## config.mk

```make
export PLATFORM = sky130hd
export DESIGN_NAME = shell_quote_tokenizer
export DESIGN_NICKNAME = d
export VERILOG_FILES = /design/src/hdl/sqt_pkg.sv /design/src/hdl/sqt_front.sv /design/src/hdl/sqt_queue.sv /design/src/hdl/sqt_back.sv /design/src/hdl/shell_quote_tokenizer.sv
export SDC_FILE = /design/constraint.sdc
export NUM_CORES = 1
export LEC_CHECK = 0
export ABC_AREA = 1
export ABC_CLOCK_PERIOD_IN_PS = 5710
export BUFFER_PORTS_ARGS = -buffer_cell sky130_fd_sc_hd__clkbuf_2
export CAP_MARGIN = 20
export CORE_MARGIN = 4
export CORE_UTILIZATION = 55
export CTS_CLUSTER_DIAMETER = 80
export DETAILED_ROUTE_END_ITERATION = 10
export HOLD_SLACK_MARGIN = 0.03
export PLACE_DENSITY = 0.74
export SYNTH_ARGS = -nofsm -noshare
export SYNTH_HDL_FRONTEND = slang
export SYNTH_HIERARCHICAL = 1
export SYNTH_SLANG_ARGS = --single-unit
```

## constraint.sdc

```tcl
create_clock -name clock -period 5.71 [get_ports clock]
set_input_delay 0.2855 -clock clock [delete_from_list [all_inputs] [get_ports clock]]
set_output_delay 0.2855 -clock clock [all_outputs]
set_load 0.01 [all_outputs]
```

## src/hdl/sqt_pkg.sv

```systemverilog
`timescale 1ns / 1ps

package sqt_pkg;

   // Result kinds
   localparam logic [1:0] KIND_BYTE = 2'd0;
   localparam logic [1:0] KIND_END  = 2'd1;
   localparam logic [1:0] KIND_OK   = 2'd2;
   localparam logic [1:0] KIND_ERR  = 2'd3;

   // Special bytes
   localparam logic [7:0] CHAR_BSLASH = 8'h5C;
   localparam logic [7:0] CHAR_SQUOTE = 8'h27;
   localparam logic [7:0] CHAR_DQUOTE = 8'h22;
   localparam logic [7:0] CHAR_GT     = 8'h3E;
   localparam logic [7:0] CHAR_SPACE  = 8'h20;

   // Plan queue between front and back
   localparam int QUEUE_DEPTH = 4;
   localparam int QUEUE_PTR_W = $clog2(QUEUE_DEPTH);
   localparam int QUEUE_CNT_W = $clog2(QUEUE_DEPTH + 1);

   typedef enum logic [2:0] {
      MODE_NORMAL = 3'd0,
      MODE_ESC    = 3'd1,
      MODE_SQ     = 3'd2,
      MODE_DQ     = 3'd3,
      MODE_REDIR  = 3'd4,
      MODE_DQ_ESC = 3'd5
   } mode_type;

   typedef struct packed {
      logic [7:0] ch;
      logic       line_end;
   } req_type;

   typedef struct packed {
      logic [1:0] kind;
      logic [7:0] out_byte;
      logic       run_last;
   } rsp_type;

   // Results of one input byte, always in this order:
   // end before the byte, the byte, end after the byte, line status
   typedef struct packed {
      logic       pre_end;
      logic       has_byte;
      logic [7:0] data;
      logic       post_end;
      logic       has_status;
      logic       status_err;
   } plan_type;

endpackage

```

## src/hdl/sqt_front.sv

```systemverilog
`timescale 1ns / 1ps

module sqt_front
   import sqt_pkg::*;
(
   input  logic     clock,
   input  logic     reset,
   input  logic     req_push,
   input  req_type  req_data,
   input  logic     q_full,
   output logic     q_push,
   output plan_type q_plan
);

   mode_type mode_ff, mode_in, mode_step;
   logic     token_open_ff, token_open_in;
   logic     accept;

   logic pre_end, has_byte, redir_end, token_after;

   assign accept = req_push & ~q_full;

   // Next state: mode after this byte, then line end returns to normal
   always_comb begin
      mode_step = MODE_NORMAL;
      case (mode_ff)
         MODE_ESC: begin
            mode_step = MODE_NORMAL;
         end
         MODE_SQ: begin
            mode_step = (req_data.ch == CHAR_SQUOTE) ? MODE_NORMAL : MODE_SQ;
         end
         MODE_DQ: begin
            if (req_data.ch == CHAR_DQUOTE) begin
               mode_step = MODE_NORMAL;
            end else if (req_data.ch == CHAR_BSLASH) begin
               mode_step = MODE_DQ_ESC;
            end else begin
               mode_step = MODE_DQ;
            end
         end
         MODE_DQ_ESC: begin
            mode_step = MODE_DQ;
         end
         default: begin
            // normal mode, and the byte after a '>' that is not a second '>'
            if (mode_ff == MODE_REDIR && req_data.ch == CHAR_GT) begin
               mode_step = MODE_NORMAL;
            end else begin
               case (req_data.ch)
                  CHAR_BSLASH: mode_step = MODE_ESC;
                  CHAR_SQUOTE: mode_step = MODE_SQ;
                  CHAR_DQUOTE: mode_step = MODE_DQ;
                  CHAR_GT:     mode_step = MODE_REDIR;
                  default:     mode_step = MODE_NORMAL;
               endcase
            end
         end
      endcase

      mode_in = mode_ff;
      if (accept) begin
         mode_in = req_data.line_end ? MODE_NORMAL : mode_step;
      end
   end

   // Outputs: which results this byte causes
   always_comb begin
      pre_end   = 1'b0;
      has_byte  = 1'b0;
      redir_end = 1'b0;
      case (mode_ff)
         MODE_ESC, MODE_DQ_ESC: begin
            has_byte = 1'b1;
         end
         MODE_SQ: begin
            has_byte = (req_data.ch != CHAR_SQUOTE);
         end
         MODE_DQ: begin
            has_byte = (req_data.ch != CHAR_DQUOTE) && (req_data.ch != CHAR_BSLASH);
         end
         default: begin
            if (mode_ff == MODE_REDIR && req_data.ch == CHAR_GT) begin
               has_byte  = 1'b1;
               redir_end = 1'b1;
            end else begin
               // a space, or any byte after a lone '>', closes the open token
               pre_end  = token_open_ff &&
                          (mode_ff == MODE_REDIR || req_data.ch == CHAR_SPACE);
               has_byte = (req_data.ch != CHAR_BSLASH) && (req_data.ch != CHAR_SQUOTE) &&
                          (req_data.ch != CHAR_DQUOTE) && (req_data.ch != CHAR_SPACE);
            end
         end
      endcase

      if (redir_end) begin
         token_after = 1'b0;
      end else if (has_byte) begin
         token_after = 1'b1;
      end else begin
         token_after = token_open_ff & ~pre_end;
      end

      q_plan.pre_end    = pre_end;
      q_plan.has_byte   = has_byte;
      q_plan.data       = req_data.ch;
      q_plan.post_end   = redir_end | (req_data.line_end & token_after);
      q_plan.has_status = req_data.line_end;
      q_plan.status_err = ~(mode_step == MODE_NORMAL || mode_step == MODE_REDIR);

      token_open_in = token_open_ff;
      if (accept) begin
         token_open_in = req_data.line_end ? 1'b0 : token_after;
      end

      q_push = accept & (q_plan.pre_end | q_plan.has_byte | q_plan.post_end |
                         q_plan.has_status);
   end

   always_ff @(posedge clock) begin
      if (reset) begin
         mode_ff       <= MODE_NORMAL;
         token_open_ff <= 1'b0;
      end else begin
         mode_ff       <= mode_in;
         token_open_ff <= token_open_in;
      end
   end

endmodule

```

## src/hdl/sqt_queue.sv

```systemverilog
`timescale 1ns / 1ps

module sqt_queue
   import sqt_pkg::*;
(
   input  logic     clock,
   input  logic     reset,
   input  logic     push,
   input  plan_type push_data,
   output logic     full,
   input  logic     pop,
   output plan_type head_data,
   output logic     head_valid
);

   plan_type                 slot_ff [QUEUE_DEPTH];
   logic [QUEUE_PTR_W-1:0]   wr_ptr_ff, wr_ptr_in;
   logic [QUEUE_PTR_W-1:0]   rd_ptr_ff, rd_ptr_in;
   logic [QUEUE_CNT_W-1:0]   count_ff, count_in;
   logic                     do_push, do_pop;

   assign full       = (count_ff == QUEUE_CNT_W'(QUEUE_DEPTH));
   assign head_valid = (count_ff != '0);
   assign head_data  = slot_ff[rd_ptr_ff];

   assign do_push = push & ~full;
   assign do_pop  = pop & head_valid;

   always_comb begin
      wr_ptr_in = do_push ? wr_ptr_ff + 1'b1 : wr_ptr_ff;
      rd_ptr_in = do_pop  ? rd_ptr_ff + 1'b1 : rd_ptr_ff;
      count_in  = count_ff;
      if (do_push && !do_pop) begin
         count_in = count_ff + 1'b1;
      end else if (do_pop && !do_push) begin
         count_in = count_ff - 1'b1;
      end
   end

   always_ff @(posedge clock) begin
      if (do_push) begin
         slot_ff[wr_ptr_ff] <= push_data;
      end
   end

   always_ff @(posedge clock) begin
      if (reset) begin
         wr_ptr_ff <= '0;
         rd_ptr_ff <= '0;
         count_ff  <= '0;
      end else begin
         wr_ptr_ff <= wr_ptr_in;
         rd_ptr_ff <= rd_ptr_in;
         count_ff  <= count_in;
      end
   end

endmodule

```

## src/hdl/sqt_back.sv

```systemverilog
`timescale 1ns / 1ps

module sqt_back
   import sqt_pkg::*;
(
   input  logic     clock,
   input  logic     reset,
   input  plan_type head_data,
   input  logic     head_valid,
   output logic     head_pop,
   output logic     rsp_empty,
   input  logic     rsp_pop,
   output rsp_type  rsp_data
);

   logic [3:0] mask_ff, mask_in;
   logic       started_ff, started_in;
   logic       out_valid_ff, out_valid_in;
   rsp_type    out_data_ff, out_data_in;

   logic [3:0] head_mask, live_mask, pick, remain;
   logic       slot_free, issue;

   assign head_mask = {head_data.has_status, head_data.post_end,
                       head_data.has_byte, head_data.pre_end};

   always_comb begin
      // continue a partly issued plan, or start the head one
      live_mask = started_ff ? mask_ff : head_mask;
      pick      = live_mask & (~live_mask + 4'd1);
      remain    = live_mask & ~pick;
      slot_free = ~out_valid_ff | rsp_pop;
      issue     = head_valid & slot_free;
      head_pop  = issue & (remain == 4'd0);

      out_data_in.out_byte = 8'd0;
      out_data_in.run_last = (remain == 4'd0);
      case (pick)
         4'b0010: begin
            out_data_in.kind     = KIND_BYTE;
            out_data_in.out_byte = head_data.data;
         end
         4'b1000: begin
            out_data_in.kind = head_data.status_err ? KIND_ERR : KIND_OK;
         end
         default: begin
            out_data_in.kind = KIND_END;
         end
      endcase

      mask_in    = mask_ff;
      started_in = started_ff;
      if (issue) begin
         mask_in    = remain;
         started_in = (remain != 4'd0);
      end

      if (issue) begin
         out_valid_in = 1'b1;
      end else if (rsp_pop) begin
         out_valid_in = 1'b0;
      end else begin
         out_valid_in = out_valid_ff;
      end
   end

   always_ff @(posedge clock) begin
      if (issue) begin
         out_data_ff <= out_data_in;
      end
   end

   always_ff @(posedge clock) begin
      if (reset) begin
         mask_ff      <= 4'd0;
         started_ff   <= 1'b0;
         out_valid_ff <= 1'b0;
      end else begin
         mask_ff      <= mask_in;
         started_ff   <= started_in;
         out_valid_ff <= out_valid_in;
      end
   end

   assign rsp_empty = ~out_valid_ff;
   assign rsp_data  = out_data_ff;

endmodule

```

## src/hdl/shell_quote_tokenizer.sv

```systemverilog
`timescale 1ns / 1ps
// The first result of a byte passes through a plan queue slot and the output register.
// One byte is accepted per cycle unless the queue is full; the back end issues one result
//    per cycle while its output is free or popped; a byte holds it for up to four results.
// A four-entry plan queue absorbs bursts; req_full rises only when it is full.
// Reset is synchronous: quoting mode, open-token flag, queue and output valid flag clear.

module shell_quote_tokenizer
   import sqt_pkg::*;
(
   input  logic    clock,
   input  logic    reset,
   input  logic    req_push,
   output logic    req_full,
   input  req_type req_data,
   output logic    rsp_empty,
   input  logic    rsp_pop,
   output rsp_type rsp_data
);

   logic     q_push, q_full, head_valid, head_pop;
   plan_type q_plan, head_data;

   sqt_front u_front (
      .clock    (clock),
      .reset    (reset),
      .req_push (req_push),
      .req_data (req_data),
      .q_full   (q_full),
      .q_push   (q_push),
      .q_plan   (q_plan)
   );

   sqt_queue u_queue (
      .clock      (clock),
      .reset      (reset),
      .push       (q_push),
      .push_data  (q_plan),
      .full       (q_full),
      .pop        (head_pop),
      .head_data  (head_data),
      .head_valid (head_valid)
   );

   sqt_back u_back (
      .clock      (clock),
      .reset      (reset),
      .head_data  (head_data),
      .head_valid (head_valid),
      .head_pop   (head_pop),
      .rsp_empty  (rsp_empty),
      .rsp_pop    (rsp_pop),
      .rsp_data   (rsp_data)
   );

   assign req_full = q_full;

endmodule

```

==> reports/metrics.csv <==
metric,value,unit
clkLatencyLatePin,340,ps
yosys.cell_count.top_type,sky130_fd_sc_hd__edfxtp_1,
global_route.usage.total,0.159,
synth_enable_flop_cells,63,
place.gp.congestion,0.775,
antenna_found_initial,0,
placed_area,3970,um^2
buffer_ports.inserted,25,
drt_iter0_markers,124,
cts_sinks,81,
end_kind,register,
grt_start_max_net_pins,28,
htreeDepth,3,
avgRoutedWirePerCell,12.3,um
irDropWorstVdd,0.152,mV
finalHoldViolations,0,
layout_worst_path_cycle_share,0.558,
clock_buffer_count_from_cts,9,
antenna_left,0,
grt_setup_unrepaired,false,
post-cts-setup-buffers,0,
cts_resized,0,
num_vias,2505,
critPathCapture,u_queue/count_ff[1],
layout-drive-gt1-share,0.223,
grt-ovfl-total,0,
run_status,finished clean,
drt_pass1_iterations,4,
post-route-cell-area,4180,um^2
chipWidth,91.5,um
floorplan.rows,30,
num_antenna_cells,0,
nets,426,
inst_count_dp,492,
initial_utilization,0.565,
final_max_slew_viol_count,0,
post_synth_num_cell_types,27,
yosysSeqAreaShare,0.587,
ys_ff_latch,81,
netlist.top_cell.by_area,sky130_fd_sc_hd__edfxtp_1,
synthesis.yosys.warnings,6,
cp_max_fo,27,
total_standard_cell_area_after_synthesis,3840,um^2
height_of_the_die,91.5,um
routed_wirelength,6270,um
tns,0,ps
period_minus_ws_final,3190,ps
fmaxAchievable,314,MHz
drcViolationCount,0,
synthToLayoutAreaGrowth,9.00,%
slew_headroom,0.413,
synth_cells,385,
global_route_wire_length_before_repair,10500,um
hpwlAfterDp,4550,um
power.static_leakage,1.77,nW
clock_tree.buffer_depth,2,
first_global_vias,2348,
worst_hold_slack,200,ps
worst_setup_path_start_kind,register,
r2r_cells,14,
route.detailed.vias_per_inst,4.93,
timing.clock.skew,8.94,ps
tightestPinTransition,879,ps
cap_violations,0,
synth.top_cell.area_share,0.493,
critical_path.reg2reg.endpoint,u_queue/count_ff[1],
hold_class,in2reg,
overall_die_area,8380,um^2
pwr_density_cell,454,nW/um^2
critical_path_arrival,3430,ps
nets_in_the_synthesized_netlist,404,
mean_syn_cell_area,9.97,um^2
timing.critical_path.required,5950,ps
io-pin-count,26,
core_box_area,6790,um^2
clock_tree_from_tritoncts,done,
instances_no_fill,508,
reg2reg_setup_slack,2520,ps
final-setup-viol-count,0,
synth_top_cells_by_area,"sky130_fd_sc_hd__edfxtp_1 (49%), sky130_fd_sc_hd__dfxtp_1 (9.4%), sky130_fd_sc_hd__nor2_1 (6.0%)",
post_synth_most_frequent_cells,"sky130_fd_sc_hd__edfxtp_1 (63), sky130_fd_sc_hd__nor2_1 (61), sky130_fd_sc_hd__nand2_1 (54)",
clk_transition_reported_paths,80,ps
fin_total_pwr,1.90,mW
clockRootBuffer,sky130_fd_sc_hd__clkbuf_8,
synth-async-reset-ratio,0,
cts-hold-fix-buffers,0,
crit_type,reg2reg,
ys_dominant_reg_cell,sky130_fd_sc_hd__edfxtp_1,
==> kinds of logic (layout without fill, tap and decap cells) <==
family / Yosys count / after routing / share of synthesized area
adders and majority gates: 6 / 6 / 0.0215
DFF: 81 / 81 / 0.587
xor gates and xnor gates: 1 / 1 / 0.00228
AOI/OAI and AO/OA: 62 / 62 / 0.0880
and+or+nand+nor: 159 / 159 / 0.205
buffers and inverters: 76 / 103 / 0.0959
==> worst max-delay path, cell delays in order (launching register included) <==
cell and delay [ps]:
sky130_fd_sc_hd__dfxtp_1 900, sky130_fd_sc_hd__inv_6 190, sky130_fd_sc_hd__o21ai_0 250, sky130_fd_sc_hd__o22ai_1 100
sky130_fd_sc_hd__inv_1 70, sky130_fd_sc_hd__o21ai_0 120, sky130_fd_sc_hd__a21oi_2 190, sky130_fd_sc_hd__nand3_2 90
sky130_fd_sc_hd__inv_1 160, sky130_fd_sc_hd__nand2_4 80, sky130_fd_sc_hd__ha_1 190, sky130_fd_sc_hd__inv_1 100
sky130_fd_sc_hd__fa_1 420, sky130_fd_sc_hd__o21ai_0 170, sky130_fd_sc_hd__nor2_1 50
==> state kept, by name (all words and copies together) (netlist names), 2 cells and up, named ones only <==
signal / flops
u_queue/slot_ff: 52
u_back/rsp_data: 11
u_back/mask_ff: 3
u_front/mode_ff: 3
u_queue/count_ff: 3
u_queue/rd_ptr_ff: 2
u_queue/wr_ptr_ff: 2
==> how the worst min path moves through the flow <==
stage                      startpoint                      to  slack (ps)  cells past startpoint
floorplan                       reset   u_front/token_open_ff         350                      1
global placement    u_back/mask_ff[1]       u_back/mask_ff[1]         460                      2
detailed placement  u_back/mask_ff[1]       u_back/mask_ff[1]         470                      2
CTS                       req_data[8]  u_queue/slot_ff[1][10]         180                      1
global route              req_data[8]  u_queue/slot_ff[3][10]         190                      1
finish                    req_data[8]  u_queue/slot_ff[1][10]         200                      1
==> per-layer routing <==
layer | track usage | routed length, um
met5 | 0 | 0
met1 | 0.207 | 2880
met2 | 0.257 | 3030
met3 | 0.0365 | 250
met4 | 0.0666 | 99
==> final cells by class <==
cell class                      instances  area (um^2)
Fill cell                             539         2610
Clock buffer                           10          128
Clock inverter                          6         83.8
Timing Repair Buffer                   29          159
Inverter                               58          223
Tap cell                               96          120
Sequential cell                        81         2250
Multi-Input combinational cell        228         1220
==> through the flow <==
| stage | utilization | setup WS (ps) |
|---|---|---|
| final | 0.616 | 2520 |
| after global routing | 0.616 | 2190 |
| after CTS | 0.616 | 2560 |
| after detailed placement | 0.585 | 2550 |
| after global placement | 0.582 | 2690 |
| after floorplan | - | 3300 |
==> where the power goes <==
group | leakage (nW) | switching (mW) | total, mW | internal [mW]
sequential | 0.728 | 0.0722 | 0.869 | 0.797
combinational | 0.936 | 0.393 | 0.594 | 0.201
clock | 0.110 | 0.191 | 0.435 | 0.245
total | 1.77 | 0.656 | 1.90 | 1.24
==> placed cells by master (no fill, tap or decap), drive strengths merged <==
cell type,netlist,routed
nand2,73,73
nor2,68,68
edfxtp,63,63
inv,58,58
clkbuf,0,35
o21ai,33,33
dfxtp,18,18
a21oi,16,16
nand3,15,15
o22ai,13,13
ha,5,5
clkinv,0,4
buf,18,4
bufinv,0,2
nand3b,2,2
nor3,1,1
xor2,1,1
fa,1,1
(Power assumes the default switching activity.)
